--- config.mk ---
export PLATFORM = sky130hd
export DESIGN_NAME = infix_to_postfix_converter_core
export DESIGN_NICKNAME = d
export VERILOG_FILES = /design/src/hdl/itp_pkg.sv /design/src/hdl/infix_to_postfix_converter_core.sv /design/src/hdl/itp_datapath.sv /design/src/hdl/itp_controller.sv
export SDC_FILE = /design/constraint.sdc
export NUM_CORES = 1
export LEC_CHECK = 0
export BUFFER_PORTS_ARGS = -buffer_cell sky130_fd_sc_hd__clkbuf_2
export CAP_MARGIN = 20
export CORE_MARGIN = 2
export CORE_UTILIZATION = 45
export CTS_CLUSTER_DIAMETER = 120
export DETAILED_ROUTE_END_ITERATION = 7
export SLEW_MARGIN = 15
export SYNTH_ARGS = -nofsm -noshare
export SYNTH_HDL_FRONTEND = slang
export SYNTH_SLANG_ARGS = --single-unit
--- constraint.sdc ---
create_clock -name clock -period 4.6 [get_ports clock]
set_clock_uncertainty 0.05 [all_clocks]
set_input_delay 0.92 -clock clock [delete_from_list [all_inputs] [get_ports clock]]
set_output_delay 0.92 -clock clock [all_outputs]
set_load 0.005 [all_outputs]
--- src/hdl/itp_pkg.sv ---
package itp_pkg;

   localparam int STACK_DEPTH = 16;
   localparam int CNT_W = $clog2(STACK_DEPTH + 1);
   localparam int PTR_W = $clog2(STACK_DEPTH);

   localparam logic [7:0] CHAR_POW    = 8'h5E;
   localparam logic [7:0] CHAR_MUL    = 8'h2A;
   localparam logic [7:0] CHAR_DIV    = 8'h2F;
   localparam logic [7:0] CHAR_PLUS   = 8'h2B;
   localparam logic [7:0] CHAR_MINUS  = 8'h2D;
   localparam logic [7:0] CHAR_LPAREN = 8'h28;
   localparam logic [7:0] CHAR_RPAREN = 8'h29;
   localparam logic [7:0] CHAR_UNDER  = 8'h5F;
   localparam logic [7:0] CHAR_SPACE  = 8'h20;
   localparam logic [7:0] CHAR_NUL    = 8'h00;

   typedef enum logic [2:0] {
      OP_LPAREN = 3'd0,
      OP_PLUS   = 3'd1,
      OP_MINUS  = 3'd2,
      OP_MUL    = 3'd3,
      OP_DIV    = 3'd4,
      OP_POW    = 3'd5
   } op_code_type;

   typedef enum logic [1:0] {
      S_IDLE,
      S_START,
      S_WORK,
      S_SPACE
   } state_type;

   typedef enum logic [1:0] {
      EMIT_CHAR,
      EMIT_OP,
      EMIT_SPACE,
      EMIT_TERM
   } emit_sel_type;

   typedef struct packed {
      logic         load;
      logic         emit;
      emit_sel_type emit_sel;
      logic         last;
      logic         push;
      logic         pop;
      logic         set_in_name;
      logic         clr_in_name;
      logic         clr_end;
   } dp_cmd_type;

   typedef struct packed {
      logic kind_end;
      logic is_name;
      logic is_lparen;
      logic is_rparen;
      logic is_op;
      logic in_name;
      logic stack_empty;
      logic top_lparen;
      logic top_yields;
      logic out_free;
   } dp_status_type;

   function automatic logic is_name_char(input logic [7:0] c);
      return (c >= 8'h30 && c <= 8'h39) || (c >= 8'h41 && c <= 8'h5A) ||
             (c >= 8'h61 && c <= 8'h7A) || c == CHAR_UNDER;
   endfunction

   function automatic logic is_op_char(input logic [7:0] c);
      return c == CHAR_PLUS || c == CHAR_MINUS || c == CHAR_MUL ||
             c == CHAR_DIV || c == CHAR_POW;
   endfunction

   function automatic op_code_type char_to_op(input logic [7:0] c);
      op_code_type op;
      unique case (c)
         CHAR_PLUS:  op = OP_PLUS;
         CHAR_MINUS: op = OP_MINUS;
         CHAR_MUL:   op = OP_MUL;
         CHAR_DIV:   op = OP_DIV;
         CHAR_POW:   op = OP_POW;
         default:    op = OP_LPAREN;
      endcase
      return op;
   endfunction

   function automatic logic [7:0] op_to_char(input op_code_type op);
      logic [7:0] c;
      unique case (op)
         OP_LPAREN: c = CHAR_LPAREN;
         OP_PLUS:   c = CHAR_PLUS;
         OP_MINUS:  c = CHAR_MINUS;
         OP_MUL:    c = CHAR_MUL;
         OP_DIV:    c = CHAR_DIV;
         OP_POW:    c = CHAR_POW;
         default:   c = CHAR_NUL;
      endcase
      return c;
   endfunction

   function automatic logic [1:0] op_prec(input op_code_type op);
      logic [1:0] p;
      unique case (op)
         OP_PLUS, OP_MINUS: p = 2'd1;
         OP_MUL, OP_DIV:    p = 2'd2;
         OP_POW:            p = 2'd3;
         default:           p = 2'd0;
      endcase
      return p;
   endfunction

endpackage

--- src/hdl/infix_to_postfix_converter_core.sv ---
// Infix to postfix converter (shunting-yard), one character per item.
// Input channel req_*: req_kind 0 carries an expression character in
// req_char_in, req_kind 1 ends the expression and flushes the stack.
// Result channel rsp_*: postfix characters (name characters, operators,
// separating spaces), then one terminating item with rsp_end_of_expr set,
// rsp_out_char zero and rsp_overflow telling whether a push was dropped.
// rsp_last marks the final result caused by each input item; an input
// item may cause none.
// Timing: an item is taken in one cycle and decoded in the next. A popped
// operator is emitted as the operator, then a space; a '(' dropped at
// flush is a step of its own, as is the space that closes a name. One
// item is worked on at a time. The first result of an item passes through
// the output register before it shows on rsp_valid.
// A single output register holds the next result; req_ready comes back
// while it still waits, and a stalled receiver holds the controller in
// place wherever it has a result to emit, until the register frees up.
// Reset (synchronous, active high) empties the stack and clears the name
// and overflow flags and the output register's valid flag.
module infix_to_postfix_converter_core (
   input  logic       clock,
   input  logic       reset,
   input  logic       req_valid,
   output logic       req_ready,
   input  logic       req_kind,
   input  logic [7:0] req_char_in,
   output logic       rsp_valid,
   input  logic       rsp_ready,
   output logic [7:0] rsp_out_char,
   output logic       rsp_end_of_expr,
   output logic       rsp_overflow,
   output logic       rsp_last
);
   import itp_pkg::*;

   dp_cmd_type    cmd;
   dp_status_type status;

   // sequencing: accept, name space, pops, push
   itp_controller u_ctrl (
      .clock     (clock),
      .reset     (reset),
      .req_valid (req_valid),
      .req_ready (req_ready),
      .status    (status),
      .cmd       (cmd)
   );

   // stack, flags and output register
   itp_datapath u_dp (
      .clock           (clock),
      .reset           (reset),
      .req_kind        (req_kind),
      .req_char_in     (req_char_in),
      .cmd             (cmd),
      .status          (status),
      .rsp_ready       (rsp_ready),
      .rsp_valid       (rsp_valid),
      .rsp_out_char    (rsp_out_char),
      .rsp_end_of_expr (rsp_end_of_expr),
      .rsp_overflow    (rsp_overflow),
      .rsp_last        (rsp_last)
   );

endmodule

--- src/hdl/itp_datapath.sv ---
module itp_datapath (
   input  logic                    clock,
   input  logic                    reset,
   input  logic                    req_kind,
   input  logic [7:0]              req_char_in,
   input  itp_pkg::dp_cmd_type     cmd,
   output itp_pkg::dp_status_type  status,
   input  logic                    rsp_ready,
   output logic                    rsp_valid,
   output logic [7:0]              rsp_out_char,
   output logic                    rsp_end_of_expr,
   output logic                    rsp_overflow,
   output logic                    rsp_last
);
   import itp_pkg::*;

   // latched input item
   logic        kind_ff;
   logic [7:0]  char_ff;

   // operator stack
   op_code_type stack_mem [STACK_DEPTH];
   logic [CNT_W-1:0] count_ff, count_in;
   logic        in_name_ff, in_name_in;
   logic        ovf_seen_ff, ovf_seen_in;

   // output register
   logic        valid_ff, valid_in;
   logic [7:0]  ochar_ff, ochar_in;
   logic        oend_ff, oend_in;
   logic        oovf_ff, oovf_in;
   logic        olast_ff, olast_in;

   logic [PTR_W-1:0] top_idx;
   op_code_type top_op, cur_op, push_op;
   logic        full;
   logic [1:0]  pt, pc;

   assign top_idx = PTR_W'(count_ff - CNT_W'(1));
   assign top_op  = stack_mem[top_idx];
   assign cur_op  = char_to_op(char_ff);
   assign full    = (count_ff == CNT_W'(STACK_DEPTH));
   assign pt      = op_prec(top_op);
   assign pc      = op_prec(cur_op);
   assign push_op = (char_ff == CHAR_LPAREN) ? OP_LPAREN : cur_op;

   always_comb begin
      status.kind_end    = kind_ff;
      status.is_name     = !kind_ff && is_name_char(char_ff);
      status.is_lparen   = !kind_ff && char_ff == CHAR_LPAREN;
      status.is_rparen   = !kind_ff && char_ff == CHAR_RPAREN;
      status.is_op       = !kind_ff && is_op_char(char_ff);
      status.in_name     = in_name_ff;
      status.stack_empty = (count_ff == '0);
      status.top_lparen  = (top_op == OP_LPAREN);
      // ^ is right-associative: equal precedence pops only for left ops
      status.top_yields  = (pt > pc) || (pt == pc && cur_op != OP_POW);
      status.out_free    = !valid_ff || rsp_ready;
   end

   always_ff @(posedge clock) begin
      if (cmd.load) begin
         kind_ff <= req_kind;
         char_ff <= req_char_in;
      end
      if (cmd.push && !full) begin
         stack_mem[count_ff[PTR_W-1:0]] <= push_op;
      end
   end

   always_comb begin
      count_in    = count_ff;
      in_name_in  = in_name_ff;
      ovf_seen_in = ovf_seen_ff;
      if (cmd.push) begin
         if (full) begin
            ovf_seen_in = 1'b1;
         end else begin
            count_in = count_ff + CNT_W'(1);
         end
      end
      if (cmd.pop) begin
         count_in = count_ff - CNT_W'(1);
      end
      if (cmd.set_in_name) begin
         in_name_in = 1'b1;
      end
      if (cmd.clr_in_name) begin
         in_name_in = 1'b0;
      end
      if (cmd.clr_end) begin
         count_in    = '0;
         in_name_in  = 1'b0;
         ovf_seen_in = 1'b0;
      end
   end

   always_comb begin
      valid_in = valid_ff && !rsp_ready;
      ochar_in = ochar_ff;
      oend_in  = oend_ff;
      oovf_in  = oovf_ff;
      olast_in = olast_ff;
      if (cmd.emit) begin
         valid_in = 1'b1;
         oend_in  = 1'b0;
         oovf_in  = 1'b0;
         olast_in = cmd.last;
         unique case (cmd.emit_sel)
            EMIT_CHAR:  ochar_in = char_ff;
            EMIT_OP:    ochar_in = op_to_char(top_op);
            EMIT_SPACE: ochar_in = CHAR_SPACE;
            EMIT_TERM: begin
               ochar_in = CHAR_NUL;
               oend_in  = 1'b1;
               oovf_in  = ovf_seen_ff;
            end
            default:    ochar_in = CHAR_NUL;
         endcase
      end
   end

   always_ff @(posedge clock) begin
      if (reset) begin
         count_ff    <= '0;
         in_name_ff  <= 1'b0;
         ovf_seen_ff <= 1'b0;
         valid_ff    <= 1'b0;
      end else begin
         count_ff    <= count_in;
         in_name_ff  <= in_name_in;
         ovf_seen_ff <= ovf_seen_in;
         valid_ff    <= valid_in;
      end
      ochar_ff <= ochar_in;
      oend_ff  <= oend_in;
      oovf_ff  <= oovf_in;
      olast_ff <= olast_in;
   end

   assign rsp_valid       = valid_ff;
   assign rsp_out_char    = ochar_ff;
   assign rsp_end_of_expr = oend_ff;
   assign rsp_overflow    = oovf_ff;
   assign rsp_last        = olast_ff;

`ifndef SYNTHESIS
   a_count_range: assert property (@(posedge clock) disable iff (reset)
      count_ff <= CNT_W'(STACK_DEPTH))
      else $error("stack count beyond depth");

   a_emit_free: assert property (@(posedge clock) disable iff (reset)
      cmd.emit |-> (!valid_ff || rsp_ready))
      else $error("emit into an occupied output register");

   a_push_full: assert property (@(posedge clock) disable iff (reset)
      (cmd.push && full && !cmd.clr_end) |=> ovf_seen_ff)
      else $error("dropped push did not set overflow");

   a_end_last: assert property (@(posedge clock) disable iff (reset)
      (valid_ff && oend_ff) |-> olast_ff)
      else $error("terminating item not marked last");

   a_pop_nonempty: assert property (@(posedge clock) disable iff (reset)
      cmd.pop |-> (count_ff != '0))
      else $error("pop of empty stack");
`endif

endmodule

--- src/hdl/itp_controller.sv ---
module itp_controller (
   input  logic                    clock,
   input  logic                    reset,
   input  logic                    req_valid,
   output logic                    req_ready,
   input  itp_pkg::dp_status_type  status,
   output itp_pkg::dp_cmd_type     cmd
);
   import itp_pkg::*;

   state_type  state_ff, state_in;
   dp_cmd_type work_cmd;
   state_type  work_next;
   logic       pop_op;
   logic       more;

   // an operator leaves the stack for this item
   assign pop_op = !status.stack_empty && !status.top_lparen &&
                   (status.is_rparen || (status.is_op && status.top_yields));
   // another result follows the current one for this item
   assign more = status.kind_end || pop_op;

   always_ff @(posedge clock) begin
      if (reset) begin
         state_ff <= S_IDLE;
      end else begin
         state_ff <= state_in;
      end
   end

   // one step of stack work for the latched item
   always_comb begin
      work_cmd  = '0;
      work_next = S_IDLE;
      if (status.kind_end) begin
         if (status.stack_empty) begin
            if (status.out_free) begin
               work_cmd.emit     = 1'b1;
               work_cmd.emit_sel = EMIT_TERM;
               work_cmd.last     = 1'b1;
               work_cmd.clr_end  = 1'b1;
               work_next         = S_IDLE;
            end else begin
               work_next = S_WORK;
            end
         end else if (status.top_lparen) begin
            work_cmd.pop = 1'b1;
            work_next    = S_WORK;
         end else if (status.out_free) begin
            work_cmd.emit     = 1'b1;
            work_cmd.emit_sel = EMIT_OP;
            work_cmd.pop      = 1'b1;
            work_next         = S_SPACE;
         end else begin
            work_next = S_WORK;
         end
      end else if (pop_op) begin
         if (status.out_free) begin
            work_cmd.emit     = 1'b1;
            work_cmd.emit_sel = EMIT_OP;
            work_cmd.pop      = 1'b1;
            work_next         = S_SPACE;
         end else begin
            work_next = S_WORK;
         end
      end else if (status.is_rparen) begin
         // matching '(' is dropped; unmatched ')' does nothing
         work_cmd.pop = !status.stack_empty;
      end else if (status.is_op || status.is_lparen) begin
         work_cmd.push = 1'b1;
      end
   end

   always_comb begin
      state_in  = state_ff;
      cmd       = '0;
      req_ready = 1'b0;
      unique case (state_ff)
         S_IDLE: begin
            req_ready = 1'b1;
            if (req_valid) begin
               cmd.load = 1'b1;
               state_in = S_START;
            end
         end
         S_START: begin
            if (status.is_name) begin
               if (status.out_free) begin
                  cmd.emit        = 1'b1;
                  cmd.emit_sel    = EMIT_CHAR;
                  cmd.last        = 1'b1;
                  cmd.set_in_name = 1'b1;
                  state_in        = S_IDLE;
               end
            end else if (status.in_name) begin
               if (status.out_free) begin
                  cmd.emit        = 1'b1;
                  cmd.emit_sel    = EMIT_SPACE;
                  cmd.last        = !more;
                  cmd.clr_in_name = 1'b1;
                  state_in        = S_WORK;
               end
            end else begin
               cmd      = work_cmd;
               state_in = work_next;
            end
         end
         S_WORK: begin
            cmd      = work_cmd;
            state_in = work_next;
         end
         S_SPACE: begin
            if (status.out_free) begin
               cmd.emit     = 1'b1;
               cmd.emit_sel = EMIT_SPACE;
               cmd.last     = !more;
               state_in     = S_WORK;
            end
         end
         default: state_in = S_IDLE;
      endcase
   end

endmodule
# Word level (Yosys, flattened, before mapping)
# Memories as Yosys holds them, arrays and structs flattened.
# Cells that the tools add are included.
dict set report classes {
  n_addsub 2
  mul 0
  div_mod_pow 0
  n_lt_le_gt_ge 7
  n_eq_ne 30
  shifts 0
  muxes 60
  bitwise 0
  reduce_logical 46
}
# cell count
set ops {}
lappend ops {{$eq A8 B6 Y1 const B} 6}
lappend ops {{$pmux W7 S6} 1}
lappend ops {{$pmux W8 S4} 1}
lappend ops {{$mux W1} 25}
lappend ops {{$mux W2} 12}
lappend ops {{$mux W3} 7}
lappend ops {{$mux W4} 5}
lappend ops {{$eq A8 B7 Y1 const B} 2}
lappend ops {{$ge A8 B7 Y1 const B} 2}
lappend ops {{$le A8 B7 Y1 const B} 2}
lappend ops {{$mux W5} 3}
lappend ops {{$pmux W3 S5} 1}
lappend ops {{$logic_and A1 B1 Y1} 13}
lappend ops {{$eq A3 B2 Y1 const B} 4}
lappend ops {{$eq A3 B3 Y1 const B} 4}
lappend ops {{$logic_or A1 B1 Y1} 12}
lappend ops {{$pmux W2 S3} 2}
lappend ops {{$pmux W4 S3} 1}
lappend ops {{$pmux W5 S2} 1}
lappend ops {{$reduce_or A2 Y1} 5}
lappend ops {{$eq A2 B2 Y1 const B} 4}
lappend ops {{$ge A8 B6 Y1 const B} 1}
lappend ops {{$le A8 B6 Y1 const B} 1}
lappend ops {{$pmux W2 S4} 1}
lappend ops {{other kinds (16)} 29}
dict set report word_totals {
  ff_bits 30
  latchBits 0
  mem_bits_rw 48
  mem_bits_ro 0
  memories 1
}
# memory words width rd rd_ports_with_merged_regs write_ports line
set mem_list {}
lappend mem_list {u_dp.stack_mem 16 3 1 0 1 itp_datapath.sv:22} ;# op_code_type stack_mem [STACK_DEPTH];

# Longest topological paths before layout
dict set report depth {
  word_depth 19
  depth_mapped 20
}

# By module
# A second synthesis with hierarchy kept.
dict set report unflattened {
  cells_unflattened 328
  hier_area_um2 4067.7
}
# mod n_inst cells_per_inst area_per_inst_um2
set by_module_without_submodules {}
lappend by_module_without_submodules {itp_datapath 1 269 3628.5}
lappend by_module_without_submodules {itp_controller 1 59 439.2}

# Least setup slack after synthesis
# Ideal clock, no wire load.
dict set report synth_path {
  path_kind {flip-flop to flip-flop}
  startpoint {register u_dp.count_ff[0]}
  endpoint {memory u_dp.stack_mem[13][0] (netlist name) (enable)}
  setup_time_ns 0.319
  arrival_time_ns 4.339
  required_time_ns 4.231
  path_slack_ns -0.108
  stages_incl_launch_ff 21
  path_buffers 4
  period_less_slack_ns 4.708
  path_cell_list {dfxtp_1 -> buf_6 -> buf_6 -> inv_1 -> ha_1 -> buf_2 -> mux4_2 -> mux2i_1 -> mux2i_1 -> clkbuf_1 -> nand2b_1 -> a21bo_2 -> ha_1 -> nand2_1 -> or4_1 -> a221o_1 -> nand2_1 -> nor2_1 -> nor2_1 -> nand2_1 -> nor2_1}
}
dict set report synth_between {
  elab_chain_cells 19
}
# item line
set synth_lines {}
lappend synth_lines {{start, declared} itp_datapath.sv:23} ;# logic [CNT_W-1:0] count_ff, count_in;
lappend synth_lines {{start signal, assigned} itp_datapath.sv:130} ;# count_ff <= count_in;
lappend synth_lines {{$sub A5 B1 Y5} n/a}
lappend synth_lines {{$mem_v2 Z16 W3} n/a}
lappend synth_lines {{$eq A3 B2 Y1 (tied with other cells)} itp_pkg.sv:105} ;# unique case (op)
lappend synth_lines {{$reduce_or A2 Y1} itp_pkg.sv:105}
lappend synth_lines {{$pmux W2 S3} itp_pkg.sv:105}
lappend synth_lines {{$eq A2 B2 Y1} itp_datapath.sv:57} ;# status.top_yields = (pt > pc) || (pt == pc && cur_op != OP_POW);
lappend synth_lines {{$logic_and A1 B1 Y1} itp_datapath.sv:57}
lappend synth_lines {{$logic_or A1 B1 Y1} itp_datapath.sv:57}
lappend synth_lines {{(+3 left out)} n/a}
lappend synth_lines {{$mux W1} itp_controller.sv:57} ;# end else if (pop_op) begin
lappend synth_lines {{$mux W1} itp_controller.sv:35} ;# if (status.kind_end) begin
lappend synth_lines {{$mux W3} itp_controller.sv:95} ;# end else if (status.in_name) begin
lappend synth_lines {{$mux W2} itp_controller.sv:87} ;# if (status.is_name) begin
lappend synth_lines {{$pmux W5 S2} itp_controller.sv:78} ;# unique case (state_ff)
lappend synth_lines {{$logic_and A1 B1 Y1} itp_datapath.sv:66} ;# if (cmd.push && !full) begin
lappend synth_lines {{$mux W1} itp_datapath.sv:66}
lappend synth_lines {{$mux W1 (not written as such)} itp_datapath.sv:67} ;# stack_mem[count_ff[PTR_W-1:0]] <= push_op;
lappend synth_lines {{end, declared} itp_datapath.sv:22}
# Parallel ways exist; a longest one is shown, timed or not.

# Worst setup path in the final report
dict set report layout_path {
  startpoint {register u_dp.count_ff[1]}
  endpoint {memory u_dp.stack_mem[13][0] (netlist name) (enable)}
}
# The elaborated chain is that of the path after synthesis.

==> flow_summary.toml <==
[global_routing]
grtUsageMet2_pct = 32.4
overflow = 0
use_met3_pct = 3.76
grt.busiest_layer = "met2"
use_met1_pct = 24.8
grt_max_degree = 19
grt_pass1_wl_microns = 14500
antenna_found_initial = 0
grt_pass1_vias = 2754
grt_usage_pct = 19.0

[synth]
async_reset_ff_share_pct = 0
synth_nets = 362
synthCells = 337
synth_warnings = 0
synth_area_leaders = "edfxtp_1, mux4_2, dfxtp_1, ha_1, nor2_1"
ys_seq_elements = 78
synth_largest_area_cell = "edfxtp_1"
yosysTopAreaCellShare_pct = 49.0
synth-seq-area-share_pct = 53.8
synth_enable_flop_cells = 68
synth_cell_types = 66
synthFlopType = "edfxtp_1"
syn-cell-area_sq_mm = 0.00417
syn_avg_cell_area_sq_um = 12.4

[die]
coreArea_sq_mm = 0.00911
rows = 35
dieWidth_microns = 100
die_area_sq_mm = 0.0100
die-height_microns = 100
start_util_pct = 45.7
io_pins = 26

[hold_path]
hold_class = "reg2reg"

[critical_path]
cp.arrival_ns = 4.38
slowest_stage = "or4_4"
endpoint_kind = "flip-flop"
required_ns = 4.59
worstPathMaxFanout = 6
crit_chain = "buf_4 -> or4_4 -> nand2_4 -> mux4_2 -> nand2b_1 -> a21bo_2 -> ha_1 -> nand2_1 -> or4_1 -> a221o_1 -> nand2_2 -> nor2_1 -> nor2_2 -> nand2_2 -> nor2_2"
cp_top_family = "simple AND/OR/NAND/NOR gates"
critPathLaunchType = "flip-flop"
slowest_delay_ns = 0.58
worstSetupPathType = "reg2reg"
cp_num_buf_inv = 1

[drt]
drt_iter0_markers = 116
dr.pass1.iters = 4
drc = 0
wirelength_microns = 9050
vias = 2859
antenna_left = 0
wire_per_inst_microns = 18.1
viasPerCell = 5.73

[cts]
cts.sinks = 78
cts_max_path_buffers = 2
clock_latency_ns = 0.35
cts_root_buffer = "clkbuf_8"
ctsHoldBuffers = 0
path_clk_slew_ns = 0.09
cts_tree = "yes"
numCtsBuffers = 9
cts.htree.levels = 3

[pwr]
clkPwrFrac_pct = 35.4
swShare_pct = 23.2
power_density_mw_per_mm2 = 291
p_comb_share_pct = 7.7
power_mw = 1.40
seqPwrFrac_pct = 56.9
p_int_mw = 1.07
p_sw_mw = 0.324
ir_worst_vdd_v = 0.000184
leakage_nw = 1.66

[layout]
fin_area_sq_mm = 0.00479
final_nets = 408
insertedDiodeCount = 0
syn_to_final_growth_pct = 15.0
instances_no_fill = 499
drive_gt1_share_pct = 30.2

[placed_design]
io_buffers = 25
dp.final_hpwl_microns = 6790
place_congestion = 0.852
dp.cells = 481
dpl-instance-area_sq_mm = 0.00451

[timing]
maxSlewHeadroom_pct = 51.8
post-route-period-util_pct = 95.4
hold_violations = 0
maxSlewViolCount = 0
worst_pin_slew_ns = 0.705
setup_viol = 0
hold_slack_ns = 0.479
fin_crit_ns = 4.39
max_freq_mhz = 228

[status]
outcome = "finished, final reports clean"

[flow_run]
max_cap_violations = 0
[what timing repair did]
action                                  in CTS  in global routing
cloned                                       0                  0
pin swaps                                    0                  1
gates resized for setup                      2                 22
buffers inserted                             0                  2
endpoints found under the setup margin      38                 70
[per-layer routing]
metal | up-vias | part of all wire (%)
met5 | - | 0
met2 | 57 | 50
met3 | 9 | 2.9
met1 | 1404 | 46
met4 | 0 | 1.1
li1 | 1389 | -
[metrics by stage]
stage                     setup TNS, ns  worst slack [ns]  utilization (%)
after global routing             -0.222           -0.0347             52.6
final                                 0             0.213             52.6
after global placement                0            0.0481             49.5
after floorplan                       0            0.0306                -
after detailed placement          -1.22           -0.0620             49.5
after CTS                             0            0.0654             51.6
[power groups by stage]
| stage | Clock, mW | Combinational [mW] | Sequential, mW |
|---|---|---|---|
| floorplan | 0 | 0.0817 | 0.802 |
| global placement | 0 | 0.106 | 0.811 |
| detailed placement | 0 | 0.107 | 0.811 |
| CTS | 0.505 | 0.108 | 0.795 |
| global route | 0.534 | 0.120 | 0.797 |
| finish | 0.494 | 0.107 | 0.795 |
[final timing paths]
| kind | startpoint | to | slack, ns | cells after the start |
|---|---|---|---|---|
| min | u_dp.ovf_seen_ff$_SDFFE_PP0P_ | u_dp.ovf_seen_ff$_SDFFE_PP0P_ | 0.48 | 2 |
| max reg2reg | u_dp.count_ff[1]$_SDFFE_PP0P_ | u_dp.stack_mem[13][0]$_DFFE_PP_ | 0.21 | 15 |
| min reg2reg | u_dp.ovf_seen_ff$_SDFFE_PP0P_ | u_dp.ovf_seen_ff$_SDFFE_PP0P_ | 0.48 | 2 |
| max | u_dp.count_ff[1]$_SDFFE_PP0P_ | u_dp.stack_mem[13][0]$_DFFE_PP_ | 0.21 | 15 |
[tightest hold or removal path, cell delays in order, from the launching register on]
cell and delay [ns]:
dfxtp_1 0.37, a21oi_1 0.05, nor2_1 0.07
[registers in the layout, indices dropped and copies added, names as in the netlist]
signal / cells
u_dp.stack_mem: 48
u_dp.char_ff: 8
u_dp.count_ff: 5
u_dp.rsp_valid: 1
u_dp.rsp_end_of_expr: 1
u_ctrl.state_ff: 2
u_dp.rsp_overflow: 1
u_dp.ovf_seen_ff: 1
u_dp.rsp_out_char: 8
u_dp.rsp_last: 1
u_dp.kind_ff: 1
u_dp.in_name_ff: 1
[synth_stat cells (3+ instances only)]
master,number
buf_2,3
or2_2,3
mux2i_1,6
ha_1,12
o21ai_0,5
o211ai_1,4
a32oi_1,3
o2bb2ai_1,4
nor2_1,39
buf_6,5
a31oi_1,4
clkbuf_1,6
a21o_1,3
o21a_1,4
nand3_1,7
a21oi_1,12
nand2b_1,4
and2_1,5
nor2b_1,5
and3_1,6
edfxtp_1,68
inv_1,19
xnor2_1,3
nand2_1,17
nor3_1,10
o2111a_1,3
dfxtp_1,10
o32ai_1,3
mux4_2,13
nand3b_1,3
[cell usage in the layout, fill, tap and decap left out, types with 5 or more instances in the layout]
master,Yosys,layout
nor3_1,10,10
and2_1,5,5
buf_4,0,23
o21ai_0,5,5
nand3_1,7,7
a21oi_1,12,12
nand2_2,0,5
clkbuf_8,0,9
inv_1,19,19
nor2_2,0,9
nor2b_1,5,5
edfxtp_1,68,68
clkbuf_2,0,25
and3_1,6,6
mux2i_1,6,5
nand2_1,17,12
mux4_2,13,13
ha_1,12,11
dfxtp_1,10,10
nor2_1,39,26
[cell families (layout without fill, tap and decap cells)]
kind of cell | after synthesis | in the layout | share of synthesized area (%)
compound gates | 75 | 75 | 14.3
xor+xnor | 5 | 5 | 1.05
fa+ha+maj | 12 | 12 | 3.60
buf+inv | 33 | 84 | 3.96
flops | 78 | 78 | 53.8
mux | 21 | 21 | 9.01
simple gates | 113 | 113 | 14.3
[layout make-up]
cell class	instances	area, sq um
inverters	19	71.3
fillers	810	4320
clock inverters	5	52.6
clock buffers	11	131
multi-input cells	226	1850
repair buffers	49	309
flip-flops and latches	78	2240
well taps	111	139
No activity file was read; power rests on OpenSTA's default activity.
